## src/hw/rtl/seven_segment_two_wire_link_driver_assert.svh

```systemverilog
// ----------------------------------------------------------------------------
// Assertion macros for the two-wire display link driver
// Concurrent checks sampled on clk and held off while rst_n is low.
// Define NO_ASSERTIONS to compile them out.
// ----------------------------------------------------------------------------
`ifndef SEVEN_SEGMENT_TWO_WIRE_LINK_DRIVER_ASSERT_SVH
`define SEVEN_SEGMENT_TWO_WIRE_LINK_DRIVER_ASSERT_SVH

`ifndef NO_ASSERTIONS

// Same-cycle implication.
`define SSD2W_ASSERT_IMPLY(label, cond, conseq, msg) \
    label: assert property (@(posedge clk) disable iff (!rst_n) (cond) |-> (conseq)) \
        else $error(msg);

// Next-cycle implication.
`define SSD2W_ASSERT_NEXT(label, cond, conseq, msg) \
    label: assert property (@(posedge clk) disable iff (!rst_n) (cond) |=> (conseq)) \
        else $error(msg);

`else

`define SSD2W_ASSERT_IMPLY(label, cond, conseq, msg)
`define SSD2W_ASSERT_NEXT(label, cond, conseq, msg)

`endif

`endif

```

## src/hw/rtl/ssd2w_pkg.sv

```systemverilog
// ----------------------------------------------------------------------------
// ssd2w_pkg
// Shared types, constants and the character decode for the link driver.
// ----------------------------------------------------------------------------
package ssd2w_pkg;

    localparam int unsigned FIFO_DEPTH_DEFAULT = 2;
    localparam int unsigned FRAME_BYTES        = 6;
    localparam int unsigned FRAME_IDX_W        = $clog2(FRAME_BYTES);

    localparam logic [FRAME_IDX_W-1:0] LAST_BYTE_IDX = FRAME_IDX_W'(FRAME_BYTES - 1);

    localparam logic [15:0] DELAY_TICKS_RESET = 16'd1;

    localparam logic [7:0] CMD_DATA_WRITE = 8'h40;
    localparam logic [7:0] CMD_ADDR_FIRST = 8'hC0;
    localparam logic [7:0] CMD_DISPLAY_OFF = 8'h80;
    localparam logic [7:0] CMD_DISPLAY_ON  = 8'h88;
    localparam logic [7:0] COLON_CODE      = 8'h3A;
    localparam logic [7:0] DIGIT_ZERO_CODE = 8'h30;
    localparam logic [7:0] DIGIT_NINE_CODE = 8'h39;
    localparam logic [7:0] COLON_SEG_BIT   = 8'h80;
    localparam logic [7:0] MAX_LEVEL       = 8'd8;

    // Mode codes on the input channel
    localparam logic [1:0] MODE_TICK   = 2'd0;
    localparam logic [1:0] MODE_SHOW   = 2'd1;
    localparam logic [1:0] MODE_BRIGHT = 2'd2;

    localparam logic [7:0] SEG_TABLE [10] = '{
        8'h3f, 8'h06, 8'h5b, 8'h4f, 8'h66, 8'h6d, 8'h7d, 8'h07, 8'h7f, 8'h6f
    };

    typedef enum logic [1:0] {
        REQ_TICK,
        REQ_SHOW,
        REQ_BRIGHT
    } req_kind_t;

    // One decoded request as queued between front and back
    typedef struct packed {
        req_kind_t       kind;
        logic [3:0][7:0] seg;      // digit segment bytes, first digit in [0]
        logic [7:0]      bright;   // display control byte
    } entry_t;

    function automatic logic [7:0] char_to_seg(input logic [7:0] code);
        logic [7:0] offs;
        offs = code - DIGIT_ZERO_CODE;
        if (code >= DIGIT_ZERO_CODE && code <= DIGIT_NINE_CODE)
        begin
            return SEG_TABLE[offs[3:0]];
        end
        return 8'h00;
    endfunction

endpackage

```

## src/hw/rtl/seven_segment_two_wire_link_driver.sv

```systemverilog
// ----------------------------------------------------------------------------
// seven_segment_two_wire_link_driver
// Tick-driven clock/data link sequencer for a four digit segment display.
// ----------------------------------------------------------------------------
// Use: every request on the input channel is one timing tick. mode selects a
// plain tick, a show request (four characters plus the middle colon code) or
// a brightness request. A request taken while a transfer runs is ignored and
// reported through dropped. Each tick returns one result on the output
// channel with the clock/data wire levels after that tick and busy_res.
// Configuration: cfg_data sets delay_ticks, the ticks each wire level is
// held; write it only while the link is idle. cfg_ready is always high.
// Path: a request taken is written into the queue; when it leaves the queue
// it loads the result stage, from which the result is taken.
// Throughput: one request per cycle while results are taken; the
// sequencer steps once per tick. A queue, two entries deep by default,
// separates decode from the sequencer, so a request is taken while a
// finished result still waits at the output.
// Output stall: the result stage holds, the sequencer stops, the queue fills
// and in_ready falls; nothing is lost or repeated.
// Reset: both wires low, sequencer idle, queue empty, delay_ticks = 1.
// ----------------------------------------------------------------------------
module seven_segment_two_wire_link_driver
#(
    parameter int unsigned FIFO_DEPTH = ssd2w_pkg::FIFO_DEPTH_DEFAULT
)
(
    input  logic        clk,
    input  logic        rst_n,

    // configuration write
    input  logic        cfg_valid,
    output logic        cfg_ready,
    input  logic [15:0] cfg_data,

    // tick / request input
    input  logic        in_valid,
    output logic        in_ready,
    input  logic [1:0]  mode,
    input  logic [7:0]  first_char,
    input  logic [7:0]  second_char,
    input  logic [7:0]  colon_char,
    input  logic [7:0]  third_char,
    input  logic [7:0]  fourth_char,
    input  logic [7:0]  brightness_level,

    // per-tick result
    output logic        out_valid,
    input  logic        out_ready,
    output logic        clk_line,
    output logic        data_line,
    output logic        busy_res,
    output logic        dropped
);

    logic [15:0]       delay_ticks_reg;
    ssd2w_pkg::entry_t dec_entry;
    ssd2w_pkg::entry_t q_entry;
    logic              q_valid;
    logic              q_ready;

    assign cfg_ready = 1'b1;

    always_ff @(posedge clk or negedge rst_n)
    begin
        if (!rst_n)
        begin
            delay_ticks_reg <= ssd2w_pkg::DELAY_TICKS_RESET;
        end
        else if (cfg_valid)
        begin
            delay_ticks_reg <= cfg_data;
        end
    end

    // decode each request as it arrives
    ssd2w_front u_front
    (
        .mode             (mode),
        .first_char       (first_char),
        .second_char      (second_char),
        .colon_char       (colon_char),
        .third_char       (third_char),
        .fourth_char      (fourth_char),
        .brightness_level (brightness_level),
        .entry            (dec_entry)
    );

    // decoupling queue
    ssd2w_fifo
    #(
        .DEPTH (FIFO_DEPTH)
    )
    u_fifo
    (
        .clk        (clk),
        .rst_n      (rst_n),
        .push_valid (in_valid),
        .push_ready (in_ready),
        .push_data  (dec_entry),
        .pop_valid  (q_valid),
        .pop_ready  (q_ready),
        .pop_data   (q_entry)
    );

    // wire sequencer with output stage
    ssd2w_back u_back
    (
        .clk         (clk),
        .rst_n       (rst_n),
        .delay_ticks (delay_ticks_reg),
        .entry_valid (q_valid),
        .entry_ready (q_ready),
        .entry       (q_entry),
        .out_valid   (out_valid),
        .out_ready   (out_ready),
        .clk_line    (clk_line),
        .data_line   (data_line),
        .busy_res    (busy_res),
        .dropped     (dropped)
    );

endmodule

```

## src/hw/rtl/ssd2w_front.sv

```systemverilog
// ----------------------------------------------------------------------------
// ssd2w_front
// Classifies an incoming item and builds the frame bytes it will send.
// ----------------------------------------------------------------------------
module ssd2w_front
(
    input  logic [1:0]       mode,
    input  logic [7:0]       first_char,
    input  logic [7:0]       second_char,
    input  logic [7:0]       colon_char,
    input  logic [7:0]       third_char,
    input  logic [7:0]       fourth_char,
    input  logic [7:0]       brightness_level,
    output ssd2w_pkg::entry_t entry
);

    logic [2:0] level_m1;

    always_comb
    begin
        // saturate at the top level, encoded as level - 1
        if (brightness_level > ssd2w_pkg::MAX_LEVEL)
        begin
            level_m1 = 3'd7;
        end
        else
        begin
            level_m1 = 3'(brightness_level - 8'd1);
        end
    end

    always_comb
    begin
        entry.seg[0] = ssd2w_pkg::char_to_seg(first_char);
        entry.seg[1] = ssd2w_pkg::char_to_seg(second_char);
        if (colon_char == ssd2w_pkg::COLON_CODE)
        begin
            entry.seg[1] = entry.seg[1] | ssd2w_pkg::COLON_SEG_BIT;
        end
        entry.seg[2] = ssd2w_pkg::char_to_seg(third_char);
        entry.seg[3] = ssd2w_pkg::char_to_seg(fourth_char);

        if (brightness_level == 8'd0)
        begin
            entry.bright = ssd2w_pkg::CMD_DISPLAY_OFF;
        end
        else
        begin
            entry.bright = ssd2w_pkg::CMD_DISPLAY_ON | {5'd0, level_m1};
        end

        unique case (mode)
            ssd2w_pkg::MODE_SHOW:   entry.kind = ssd2w_pkg::REQ_SHOW;
            ssd2w_pkg::MODE_BRIGHT: entry.kind = ssd2w_pkg::REQ_BRIGHT;
            default:                entry.kind = ssd2w_pkg::REQ_TICK;
        endcase
    end

endmodule

```

## src/hw/rtl/ssd2w_fifo.sv

```systemverilog
// ----------------------------------------------------------------------------
// ssd2w_fifo
// Short request queue between the front decode and the back sequencer.
// ----------------------------------------------------------------------------
module ssd2w_fifo
#(
    parameter int unsigned DEPTH = ssd2w_pkg::FIFO_DEPTH_DEFAULT  // 2..16
)
(
    input  logic              clk,
    input  logic              rst_n,
    input  logic              push_valid,
    output logic              push_ready,
    input  ssd2w_pkg::entry_t push_data,
    output logic              pop_valid,
    input  logic              pop_ready,
    output ssd2w_pkg::entry_t pop_data
);

    localparam int unsigned PTR_W = $clog2(DEPTH);
    localparam int unsigned CNT_W = $clog2(DEPTH + 1);

    ssd2w_pkg::entry_t mem [DEPTH];

    logic [PTR_W-1:0] wr_ptr_reg, wr_ptr_next;
    logic [PTR_W-1:0] rd_ptr_reg, rd_ptr_next;
    logic [CNT_W-1:0] count_reg, count_next;
    logic             push, pop;

    assign push_ready = (count_reg != CNT_W'(DEPTH));
    assign pop_valid  = (count_reg != '0);
    assign push       = push_valid && push_ready;
    assign pop        = pop_valid && pop_ready;
    assign pop_data   = mem[rd_ptr_reg];

    always_comb
    begin
        wr_ptr_next = wr_ptr_reg;
        rd_ptr_next = rd_ptr_reg;
        count_next  = count_reg;
        if (push)
        begin
            wr_ptr_next = (wr_ptr_reg == PTR_W'(DEPTH - 1)) ? '0 : wr_ptr_reg + 1'b1;
        end
        if (pop)
        begin
            rd_ptr_next = (rd_ptr_reg == PTR_W'(DEPTH - 1)) ? '0 : rd_ptr_reg + 1'b1;
        end
        if (push && !pop)
        begin
            count_next = count_reg + 1'b1;
        end
        else if (pop && !push)
        begin
            count_next = count_reg - 1'b1;
        end
    end

    always_ff @(posedge clk or negedge rst_n)
    begin
        if (!rst_n)
        begin
            wr_ptr_reg <= '0;
            rd_ptr_reg <= '0;
            count_reg  <= '0;
        end
        else
        begin
            wr_ptr_reg <= wr_ptr_next;
            rd_ptr_reg <= rd_ptr_next;
            count_reg  <= count_next;
        end
    end

    always_ff @(posedge clk)
    begin
        if (push)
        begin
            mem[wr_ptr_reg] <= push_data;
        end
    end

endmodule

```

## src/hw/rtl/ssd2w_back.sv

```systemverilog
// ----------------------------------------------------------------------------
// ssd2w_back
// Wire sequencer: one tick per queued request, result held in an output stage.
// ----------------------------------------------------------------------------
module ssd2w_back
(
    input  logic              clk,
    input  logic              rst_n,
    input  logic [15:0]       delay_ticks,
    input  logic              entry_valid,
    output logic              entry_ready,
    input  ssd2w_pkg::entry_t entry,
    output logic              out_valid,
    input  logic              out_ready,
    output logic              clk_line,
    output logic              data_line,
    output logic              busy_res,
    output logic              dropped
);

    localparam int unsigned IW = ssd2w_pkg::FRAME_IDX_W;

    typedef enum logic [3:0] {
        PH_IDLE,
        PH_START_HIGH,
        PH_START_LOW,
        PH_BIT_LOW,
        PH_BIT_HIGH,
        PH_ACK_LOW,
        PH_ACK_HIGH,
        PH_STOP_CLK_LOW,
        PH_STOP_DATA_LOW,
        PH_STOP_CLK_HIGH
    } phase_t;

    phase_t      phase_reg, phase_next, enter_ph;
    logic [15:0] wait_reg, wait_next, delay_eff;
    logic [IW-1:0] byte_reg, byte_next;
    logic [IW-1:0] last_reg, last_next;
    logic [2:0]  bit_reg, bit_next;
    logic [1:0]  frames_reg, frames_next;
    logic        clk_level_reg, clk_level_next;
    logic        data_level_reg, data_level_next;
    logic        dropped_reg, dropped_next;
    logic        out_valid_reg;
    logic        pop, do_enter, is_req;
    logic        wr_show, wr_bright;
    logic [7:0]  frame_reg [ssd2w_pkg::FRAME_BYTES];
    logic [7:0]  cur_byte;

    assign entry_ready = !out_valid_reg || out_ready;
    assign pop         = entry_valid && entry_ready;
    assign is_req      = (entry.kind != ssd2w_pkg::REQ_TICK);
    assign delay_eff   = (delay_ticks == 16'd0) ? 16'd1 : delay_ticks;
    assign cur_byte    = frame_reg[byte_next];

    assign out_valid = out_valid_reg;
    assign clk_line  = clk_level_reg;
    assign data_line = data_level_reg;
    assign busy_res  = (phase_reg != PH_IDLE);
    assign dropped   = dropped_reg;

    always_comb
    begin
        phase_next      = phase_reg;
        wait_next       = wait_reg;
        byte_next       = byte_reg;
        last_next       = last_reg;
        bit_next        = bit_reg;
        frames_next     = frames_reg;
        clk_level_next  = clk_level_reg;
        data_level_next = data_level_reg;
        dropped_next    = 1'b0;
        do_enter        = 1'b0;
        enter_ph        = phase_reg;
        wr_show         = 1'b0;
        wr_bright       = 1'b0;

        if (phase_reg != PH_IDLE)
        begin
            dropped_next = is_req;
            if (wait_reg <= 16'd1)
            begin
                do_enter = 1'b1;
                unique case (phase_reg)
                    PH_START_HIGH: enter_ph = PH_START_LOW;
                    PH_START_LOW:
                    begin
                        bit_next = '0;
                        enter_ph = PH_BIT_LOW;
                    end
                    PH_BIT_LOW: enter_ph = PH_BIT_HIGH;
                    PH_BIT_HIGH:
                    begin
                        if (bit_reg != 3'd7)
                        begin
                            bit_next = bit_reg + 3'd1;
                            enter_ph = PH_BIT_LOW;
                        end
                        else
                        begin
                            enter_ph = PH_ACK_LOW;
                        end
                    end
                    PH_ACK_LOW: enter_ph = PH_ACK_HIGH;
                    PH_ACK_HIGH:
                    begin
                        if (byte_reg < last_reg && byte_reg < ssd2w_pkg::LAST_BYTE_IDX)
                        begin
                            byte_next = byte_reg + 1'b1;
                            bit_next  = '0;
                            enter_ph  = PH_BIT_LOW;
                        end
                        else
                        begin
                            enter_ph = PH_STOP_CLK_LOW;
                        end
                    end
                    PH_STOP_CLK_LOW:  enter_ph = PH_STOP_DATA_LOW;
                    PH_STOP_DATA_LOW: enter_ph = PH_STOP_CLK_HIGH;
                    PH_STOP_CLK_HIGH:
                    begin
                        clk_level_next  = 1'b1;
                        data_level_next = 1'b1;
                        if (frames_reg != 2'd0 && byte_reg < ssd2w_pkg::LAST_BYTE_IDX)
                        begin
                            // address frame follows the data command frame
                            frames_next = frames_reg - 2'd1;
                            byte_next   = byte_reg + 1'b1;
                            last_next   = ssd2w_pkg::LAST_BYTE_IDX;
                            enter_ph    = PH_START_HIGH;
                        end
                        else
                        begin
                            do_enter    = 1'b0;
                            frames_next = 2'd0;
                            phase_next  = PH_IDLE;
                            wait_next   = 16'd0;
                        end
                    end
                    default:
                    begin
                        do_enter   = 1'b0;
                        phase_next = PH_IDLE;
                        wait_next  = 16'd0;
                    end
                endcase
            end
            else
            begin
                wait_next = wait_reg - 16'd1;
            end
        end
        else if (entry.kind == ssd2w_pkg::REQ_SHOW)
        begin
            wr_show     = 1'b1;
            frames_next = 2'd1;
            byte_next   = '0;
            bit_next    = '0;
            last_next   = '0;
            do_enter    = 1'b1;
            enter_ph    = PH_START_HIGH;
        end
        else if (entry.kind == ssd2w_pkg::REQ_BRIGHT)
        begin
            wr_bright   = 1'b1;
            frames_next = 2'd0;
            byte_next   = '0;
            bit_next    = '0;
            last_next   = '0;
            do_enter    = 1'b1;
            enter_ph    = PH_START_HIGH;
        end

        if (do_enter)
        begin
            phase_next = enter_ph;
            wait_next  = delay_eff;
            unique case (enter_ph)
                PH_START_HIGH:
                begin
                    clk_level_next  = 1'b1;
                    data_level_next = 1'b1;
                end
                PH_START_LOW:
                begin
                    clk_level_next  = 1'b1;
                    data_level_next = 1'b0;
                end
                PH_BIT_LOW:
                begin
                    clk_level_next  = 1'b0;
                    data_level_next = cur_byte[bit_next];
                end
                PH_BIT_HIGH:
                begin
                    clk_level_next  = 1'b1;
                    data_level_next = cur_byte[bit_next];
                end
                PH_ACK_LOW:      clk_level_next = 1'b0;
                PH_ACK_HIGH:     clk_level_next = 1'b1;
                PH_STOP_CLK_LOW: clk_level_next = 1'b0;
                PH_STOP_DATA_LOW:
                begin
                    clk_level_next  = 1'b0;
                    data_level_next = 1'b0;
                end
                PH_STOP_CLK_HIGH:
                begin
                    clk_level_next  = 1'b1;
                    data_level_next = 1'b0;
                end
                default:
                begin
                    clk_level_next  = clk_level_reg;
                    data_level_next = data_level_reg;
                end
            endcase
        end
    end

    always_ff @(posedge clk or negedge rst_n)
    begin
        if (!rst_n)
        begin
            phase_reg      <= PH_IDLE;
            wait_reg       <= '0;
            byte_reg       <= '0;
            last_reg       <= '0;
            bit_reg        <= '0;
            frames_reg     <= '0;
            clk_level_reg  <= 1'b0;
            data_level_reg <= 1'b0;
            dropped_reg    <= 1'b0;
            out_valid_reg  <= 1'b0;
        end
        else
        begin
            if (pop)
            begin
                phase_reg      <= phase_next;
                wait_reg       <= wait_next;
                byte_reg       <= byte_next;
                last_reg       <= last_next;
                bit_reg        <= bit_next;
                frames_reg     <= frames_next;
                clk_level_reg  <= clk_level_next;
                data_level_reg <= data_level_next;
                dropped_reg    <= dropped_next;
                out_valid_reg  <= 1'b1;
            end
            else if (out_ready)
            begin
                out_valid_reg <= 1'b0;
            end
        end
    end

    // frame bytes: written only by the request that later reads them
    always_ff @(posedge clk)
    begin
        if (pop && wr_show)
        begin
            frame_reg[0] <= ssd2w_pkg::CMD_DATA_WRITE;
            frame_reg[1] <= ssd2w_pkg::CMD_ADDR_FIRST;
            frame_reg[2] <= entry.seg[0];
            frame_reg[3] <= entry.seg[1];
            frame_reg[4] <= entry.seg[2];
            frame_reg[5] <= entry.seg[3];
        end
        else if (pop && wr_bright)
        begin
            frame_reg[0] <= entry.bright;
        end
    end

`include "seven_segment_two_wire_link_driver_assert.svh"

    `SSD2W_ASSERT_IMPLY(a_idle_wait_clear, phase_reg == PH_IDLE, wait_reg == 16'd0, "idle with delay count running")
    `SSD2W_ASSERT_IMPLY(a_busy_wait_live, phase_reg != PH_IDLE, wait_reg != 16'd0, "busy with empty delay count")
    `SSD2W_ASSERT_IMPLY(a_byte_in_range, phase_reg != PH_IDLE, byte_reg <= ssd2w_pkg::LAST_BYTE_IDX, "byte index beyond frame")
    `SSD2W_ASSERT_NEXT(a_idle_no_drop, pop && phase_reg == PH_IDLE, !dropped_reg, "request dropped while idle")
    `SSD2W_ASSERT_NEXT(a_request_starts, pop && phase_reg == PH_IDLE && is_req, phase_reg == PH_START_HIGH, "request from idle did not start a frame")

endmodule

```

## config.mk

```make
export PLATFORM = sky130hd
export DESIGN_NAME = seven_segment_two_wire_link_driver
export DESIGN_NICKNAME = d
export VERILOG_FILES = /design/src/hw/rtl/ssd2w_pkg.sv /design/src/hw/rtl/seven_segment_two_wire_link_driver.sv /design/src/hw/rtl/ssd2w_front.sv /design/src/hw/rtl/ssd2w_fifo.sv /design/src/hw/rtl/ssd2w_back.sv
export VERILOG_INCLUDE_DIRS = /design/src /design/src/hw/rtl
export SDC_FILE = /design/constraint.sdc
export NUM_CORES = 1
export LEC_CHECK = 0
export BUFFER_PORTS_ARGS = -buffer_cell sky130_fd_sc_hd__buf_2
export CORE_ASPECT_RATIO = 0.6
export CORE_MARGIN = 3
export CORE_UTILIZATION = 40
export DETAILED_ROUTE_END_ITERATION = 16
export GPL_ROUTABILITY_DRIVEN = 0
export PLACE_DENSITY_LB_ADDON = 0.1
export SYNTH_ARGS = -nofsm -noshare
export SYNTH_HDL_FRONTEND = slang
export SYNTH_SLANG_ARGS = --single-unit
```

## constraint.sdc

```tcl
create_clock -name clk -period 5.7 [get_ports clk]
set_clock_uncertainty 0.2 [all_clocks]
set_input_delay 0.57 -clock clk [delete_from_list [all_inputs] [get_ports clk]]
set_output_delay 0.57 -clock clk [all_outputs]
set_load 0.05 [all_outputs]
```

# [Word-level counts from Yosys, hierarchy flattened]
# Memories as Yosys holds them, arrays and structs flattened.
# Cells that the tools add are included.
[totals] ff_bits=55 latchBits=0 ramBits=124 rom_bits=512 in_bits=71 out_inout_bits=7 memories=6
[memory_table] name="(name not given)" depth=16 word_bits=8 read_ports=1 rd_ports_with_merged_regs=0 write_ports=0 line_no="ssd2w_pkg.sv:52" rtl="return SEG_TABLE[offs[3:0]];"
[memory_table] name="(name not given)" depth=16 word_bits=8 read_ports=1 rd_ports_with_merged_regs=0 write_ports=0 line_no="ssd2w_pkg.sv:52"
[memory_table] name="(name not given)" depth=16 word_bits=8 read_ports=1 rd_ports_with_merged_regs=0 write_ports=0 line_no="ssd2w_pkg.sv:52"
[memory_table] name="(name not given)" depth=16 word_bits=8 read_ports=1 rd_ports_with_merged_regs=0 write_ports=0 line_no="ssd2w_pkg.sv:52"
[memory_table] name="u_fifo.mem" depth=2 word_bits=38 read_ports=1 rd_ports_with_merged_regs=0 write_ports=1 line_no="ssd2w_fifo.sv:23" rtl="ssd2w_pkg::entry_t mem [DEPTH];"
[memory_table] name="u_back.frame_reg" depth=6 word_bits=8 read_ports=1 rd_ports_with_merged_regs=0 write_ports=6 line_no="ssd2w_back.sv:48" rtl="logic [7:0] frame_reg [ssd2w_pkg::FRAME_BYTES];"
[op_classes] add_sub_neg=13 mul=0 n_div=0 order_cmp=17 n_eq_ne=34 shift=0 mux=106 bitwise_logic=5 n_reduce_logical=40
[op_table] operator="two-way mux 8 bit" count=18
[op_table] operator="two-way mux 16 bit" count=5
[op_table] operator="two-way mux 3 bit" count=21
[op_table] operator="two-way mux 4 bit" count=10
[op_table] operator="case mux 4 bit (9 select lines)" count=1
[op_table] operator="two-way mux 1 bit" count=34
[op_table] operator="== test 4 x 3 -> 1 bit (second input constant)" count=8
[op_table] operator=">= comparator 8 x 6 -> 1 bit (second input constant)" count=4
[op_table] operator="<= comparator 8 x 6 -> 1 bit (second input constant)" count=4
[op_table] operator="case mux 16 bit (2 select lines)" count=1
[op_table] operator=">= comparator 5 bit (second input constant)" count=4
[op_table] operator="NOT 4 -> 5 bit" count=4
[op_table] operator="== test 4 x 2 -> 1 bit (second input constant)" count=4
[op_table] operator="== test 4 bit (second input constant)" count=4
[op_table] operator="<= comparator 16 x 1 -> 1 bit (second input constant)" count=1
[op_table] operator="zero test 16 bit" count=1
[op_table] operator="two-way mux 2 bit" count=8
[op_table] operator="nonzero test 2 bit" count=8
[op_table] operator="subtractor 16 x 1 -> 16 bit (second input constant)" count=1
[op_table] operator="subtractor 4 x 1 -> 4 bit (second input constant)" count=4
[op_table] operator="AND reduction 5 bit" count=3
[op_table] operator="logical AND 1 bit" count=12
[op_table] operator="case mux 3 bit (3 select lines)" count=1
[op_table] operator="== test 4 x 1 -> 1 bit (second input constant)" count=2
[op_table] operator="37 further kinds" count=52

# [Longest topological paths before layout]
# An unclocked memory read counts as a cell.
[logic_depth] depth_word=11 mapped_depth=14

# [By module]
# Synthesis repeated with hierarchy kept, for this count alone.
[unflattened] hier_cells=814 hier_area_um2=9771.9
[modules_own_cells] module="ssd2w_back" n_inst=1 cells_per_inst=480 area_per_inst_um2=4556.9 seq_area_each_um2=2026.9
[modules_own_cells] module="ssd2w_fifo" n_inst=1 cells_per_inst=149 area_per_inst_um2=3427.0 seq_area_each_um2=2622.5
[modules_own_cells] module="ssd2w_front" n_inst=1 cells_per_inst=149 area_per_inst_um2=1126.1 seq_area_each_um2=0.0
[modules_own_cells] module="seven_segment_two_wire_link_driver" n_inst=1 cells_per_inst=36 area_per_inst_um2=661.9 seq_area_each_um2=401.6

# [Worst setup path before layout]
# No wires, ideal clock.
[synth_timing] path_kind="register -> register" startpoint="reg u_fifo.rd_ptr_reg" endpoint="reg u_back.data_level_reg (netlist: u_back.data_line)" arrival_time_ns=3.682 required_time_ns=5.369 setup_slack_ns=1.688 stages_incl_launch_ff=14 path_cell_list="dfrtp_1 clkbuf_1 clkbuf_1 mux2i_1 inv_1 ha_1 o21ai_1 and2_1 mux2_4 mux2_4 a221oi_1 nor4_1 a2111oi_2 o41ai_1"
[synth_via] elab_chain_cells=10 elab_cells_between_ends=34 cone_classes="12 x eq/ne; 16 x mux; 4 x reduce/logical; 2 x memory"
[synth_lines] element="start: declaration" line_no="ssd2w_fifo.sv:26" rtl="logic [PTR_W-1:0] rd_ptr_reg, rd_ptr_next;"
[synth_lines] element="start signal: assignment" line_no="ssd2w_fifo.sv:70" rtl="rd_ptr_reg <= rd_ptr_next;"
[synth_lines] element="memory (2 x 38 bit) *"
[synth_lines] element="== test 2 bit" line_no="ssd2w_back.sv:164" rtl="else if (entry.kind == ssd2w_pkg::REQ_BRIGHT)"
[synth_lines] element="two-way mux 3 bit" line_no="ssd2w_back.sv:164"
[synth_lines] element="two-way mux 3 bit" line_no="ssd2w_back.sv:154" rtl="else if (entry.kind == ssd2w_pkg::REQ_SHOW)"
[synth_lines] element="two-way mux 3 bit" line_no="ssd2w_back.sv:79" rtl="if (phase_reg != PH_IDLE)"
[synth_lines] element="memory (6 x 8 bit)"
[synth_lines] element="binary-select mux 1 bit (select 3 bit)" line_no="ssd2w_back.sv:193, ssd2w_back.sv:198"
[synth_lines] element="two-way mux 1 bit (not written as such)" line_no="ssd2w_back.sv:193, ssd2w_back.sv:198"
[synth_lines] element="case mux 1 bit (4 select lines)" line_no="ssd2w_back.sv:179" rtl="unique case (enter_ph)"
[synth_lines] element="two-way mux 1 bit" line_no="ssd2w_back.sv:175" rtl="if (do_enter)"
[synth_lines] element="end signal: assignment" line_no="ssd2w_back.sv:248" rtl="data_level_reg <= data_level_next;"
[synth_lines] element="end: declaration" line_no="ssd2w_back.sv:43" rtl="logic data_level_reg, data_level_next;"
# Mark *: on every way between the ends. The rest lies on a longest branch, timed or not. The select of a mux whose other input is x is not followed.
# A chain may end at the register's enable or synchronous reset.

# [Worst setup path after layout]
# Ends and elaborated chain as after synthesis.

==> flow_summary_export.csv <==
group,metric,value,unit
outcome,outcome,"finished clean",
route,avgRoutedWirePerCell,18.2,um
final_layout,growth_of_design_area_from_synthesis_to_finish,15.5,%
global_route,grt_max_degree,54,
run,maxCapViolations,0,
sta,final_period_minus_worst_setup_slack,4.40,ns
global_route,antenna_violations_before_repair,0,
clocking,cts_setup_buffers,0,
floorplan,fp.coreArea,20300,um^2
sta,final_hold_vios,0,
worst_setup_path,cp.required,5.80,ns
synthesis,netlist.top_cell.by_area,"sky130_fd_sc_hd__edfxtp_1",
synthesis,synth_commonest_cells,"sky130_fd_sc_hd__edfxtp_1, sky130_fd_sc_hd__nor2_1, sky130_fd_sc_hd__a21oi_1, sky130_fd_sc_hd__o21ai_0, sky130_fd_sc_hd__nand2_1",
floorplan,die_height,118,um
sta,unrepaired_setup_endpoints_after_global_routing,"no",
floorplan,floorplan.initialDensity,41.4,%
pwr,leakage,3.80,nW
route,drt_first_pass_iters,5,
placed_design,numPortBuffers,76,
placed_design,placed_cells_incl_taps,1065,
synthesis,synth_edf_count,108,
worst_setup_path,worst-path-buf-inv,2,
synthesis,yosysMostFrequentCell,"sky130_fd_sc_hd__edfxtp_1",
synthesis,syn_area_per_cell,11.4,um^2
synthesis,dominantRegCellSynth,"sky130_fd_sc_hd__edfxtp_1",
synthesis,synth_top_area_share,38.7,%
worst_setup_path,cp_top_family,"compound AO/OA/AOI/OAI gates",
final_layout,fillers,1849,
final_layout,largest_register_ffs,70,
worst_setup_path,worst_setup_path_start_kind,"register",
sta,total_negative_slack,0,ns
route,first_drt_iteration_drcs,765,
synthesis,synth_cell_types,71,
synthesis,seq_area_frac_synth,54.5,%
clocking,clockBufferDepth,2,
sta,finalMaxSlewViolations,0,
pwr,worst_ir_drop_vdd,0.000440,V
worst_setup_path,crit_type,"register to register",
global_route,number_of_global_route_vias_before_repair,5834,
synthesis,cell_types_occupying_the_most_area_after_synthesis,"sky130_fd_sc_hd__edfxtp_1, sky130_fd_sc_hd__dfrtp_1, sky130_fd_sc_hd__mux2_2",
global_route,wire_length_of_the_first_global_routing_pass,32300,um
placed_design,post-dp-hpwl,14700,um
worst_setup_path,data_arrival_time_of_the_critical_path,4.50,ns
synthesis,synthArstFlopShare,32.9,%
worst_setup_path,crit_path_frequent_cell,"sky130_fd_sc_hd__mux2i_1",
route,vias,6057,
worst_setup_path,timing.rr.start,"u_fifo.rd_ptr_reg",
sta,max_slew_margin,32.4,%
worst_setup_path,crit_path_end_kind,"register",
worst_setup_path,timing.critical_path.cells,"buf_4 > mux2i_1 > inv_1 > ha_1 > o21ai_1 > nand2_1 > o31a_2 > a21oi_2 > mux2i_1 > o32ai_1 > a22o_2 > a2111oi_2 > o41ai_1",
worst_setup_path,setup.worst_path.start,"u_fifo.rd_ptr_reg",
sta,timing.fmax,0.227,GHz
final_layout,final_cells,1097,
synthesis,synth_seq_cells,161,
synthesis,syn_area,8380,um^2
clocking,cts.htree.levels,4,
worst_setup_path,worst_path_largest_cell_delay,0.74,ns
global_route,grt-ovfl-total,0,
floorplan,die_x,193,um
floorplan,placement_row_count,40,
worst_setup_path,cp_slowest_cell,"sky130_fd_sc_hd__o21ai_1",
sta,min_period_over_period,77.2,%
final_layout,antennaDiodeCount,0,
sta,tightestPinTransition,1.01,ns
clocking,tritoncts.num_buffers,17,
clocking,postCtsResizedCells,0,
clocking,cts_tree,"done",
sta,setup_violations,0,
clocking,worst_skew_pair.late_latency,0.42,ns
final_layout,num-nets-final,919,
global_route,track_usage,18.2,%
synthesis,synth_cells,735,
floorplan,die_area,22800,um^2
pwr,cellPowerDensity,446,nW/um^2
clocking,clockRootBuffer,"sky130_fd_sc_hd__clkbuf_16",
clocking,clock-sinks,161,
synthesis,yosys_warnings,0,
final_layout,drive_above_1_share,22.8,%
clocking,hold_buffers,0,
worst_setup_path,critPathMaxFanout,35,
clocking,clkTransAtPathRegs,0.07,ns
route,via_per_inst,5.52,
worst_hold_path,min_path_type,"primary input to asynchronous set/reset pin",
floorplan,ioPinCount,78,
route,ant_nets,0,
route,detail_route.drc_violations,0,
route,postRouteWirelength,19900,um
## final timing paths
kind / end / cells after the start / slack, ns
min in group clk: delay_ticks_reg[8] / 2 / 0.18
min: u_back.data_line / 2 / 0.07
min reg2reg: u_back.frames_reg[1] / 2 / 0.28
max reg2reg: u_back.data_line / 13 / 1.30
max in group asynchronous: u_fifo.wr_ptr_reg / 2 / 4.73
max: u_back.data_line / 13 / 1.30
## per-stage QoR
stage | cell area, um^2 | utilization, % | power (W) | setup WS [ns] | hold WS, ns
2_1_floorplan | 8390 | - | 0.00269 | 1.69 | 0.0744
3_3_place_gp | 9050 | 44.7 | 0.00308 | 1.50 | 0.265
3_5_place_dp | 9050 | 44.7 | 0.00312 | 1.29 | 0.267
4_1_cts | 9680 | 47.8 | 0.00434 | 1.29 | 0.0916
5_1_grt | 9680 | 47.8 | 0.00457 | 0.905 | 0.133
6_report | 9680 | 47.8 | 0.00432 | 1.30 | 0.0733
## placed cells by master (no fill, tap or decap), types with 7 or more instances in the layout
cell                        count
sky130_fd_sc_hd__edfxtp_1     108
sky130_fd_sc_hd__buf_2         76
sky130_fd_sc_hd__nor2_1        66
sky130_fd_sc_hd__a21oi_1       55
sky130_fd_sc_hd__o21ai_0       55
sky130_fd_sc_hd__nand2_1       54
sky130_fd_sc_hd__dfrtp_1       52
sky130_fd_sc_hd__mux2_2        46
sky130_fd_sc_hd__ha_1          37
sky130_fd_sc_hd__inv_1         36
sky130_fd_sc_hd__mux2i_1       20
sky130_fd_sc_hd__clkbuf_16     17
sky130_fd_sc_hd__nor3_1        15
sky130_fd_sc_hd__a31oi_1       14
sky130_fd_sc_hd__nor4_1         9
sky130_fd_sc_hd__nand2b_1       9
sky130_fd_sc_hd__a221oi_1       9
sky130_fd_sc_hd__a211oi_1       8
sky130_fd_sc_hd__o31ai_1        8
sky130_fd_sc_hd__nor2b_1        7
sky130_fd_sc_hd__a22oi_1        7
sky130_fd_sc_hd__buf_4          7
## per-layer routing
metal	vias up	wire, um	GRT usage (%)
met5	-	0	0
met4	0	115	3.61
met3	19	1510	4.54
met2	241	7500	22.5
met1	2899	10800	31.0
li1	2898	-	-
## where the power goes
part	leakage (nW)	internal (W)	switching, W
clock	0.299	0.000705	0.000496
sequential	1.66	0.00159	0.000182
combinational	1.84	0.000462	0.000882
total	3.80	0.00276	0.00156
## logic make-up (layout without fill, tap and decap cells)
| kind of cell | count (synthesis) | count (layout) | share of synthesized area (%) |
|---|---|---|---|
| XOR/XNOR | 5 | 5 | 0.522 |
| AO/OA/AOI/OAI | 193 | 193 | 14.3 |
| AND/OR/NAND/NOR | 201 | 201 | 12.1 |
| other | 2 | 3 | 0.0896 |
| flip-flops | 161 | 161 | 54.5 |
| buffers and inverters | 64 | 152 | 2.98 |
| multiplexers | 72 | 72 | 10.0 |
| adder cells (fa/ha/maj) | 37 | 37 | 5.52 |
## final cells by class
type | count | area [um^2] | share of cell area, %
Sequential cell | 161 | 4570 | 47.2
Clock inverter | 15 | 201 | 2.08
Tap cell | 273 | 342 | 3.53
Multi-Input combinational cell | 511 | 3570 | 36.9
Clock buffer | 17 | 425 | 4.39
Timing Repair Buffer | 83 | 433 | 4.47
Inverter | 37 | 139 | 1.43
Note: power is estimated with default switching activity, not from simulation.
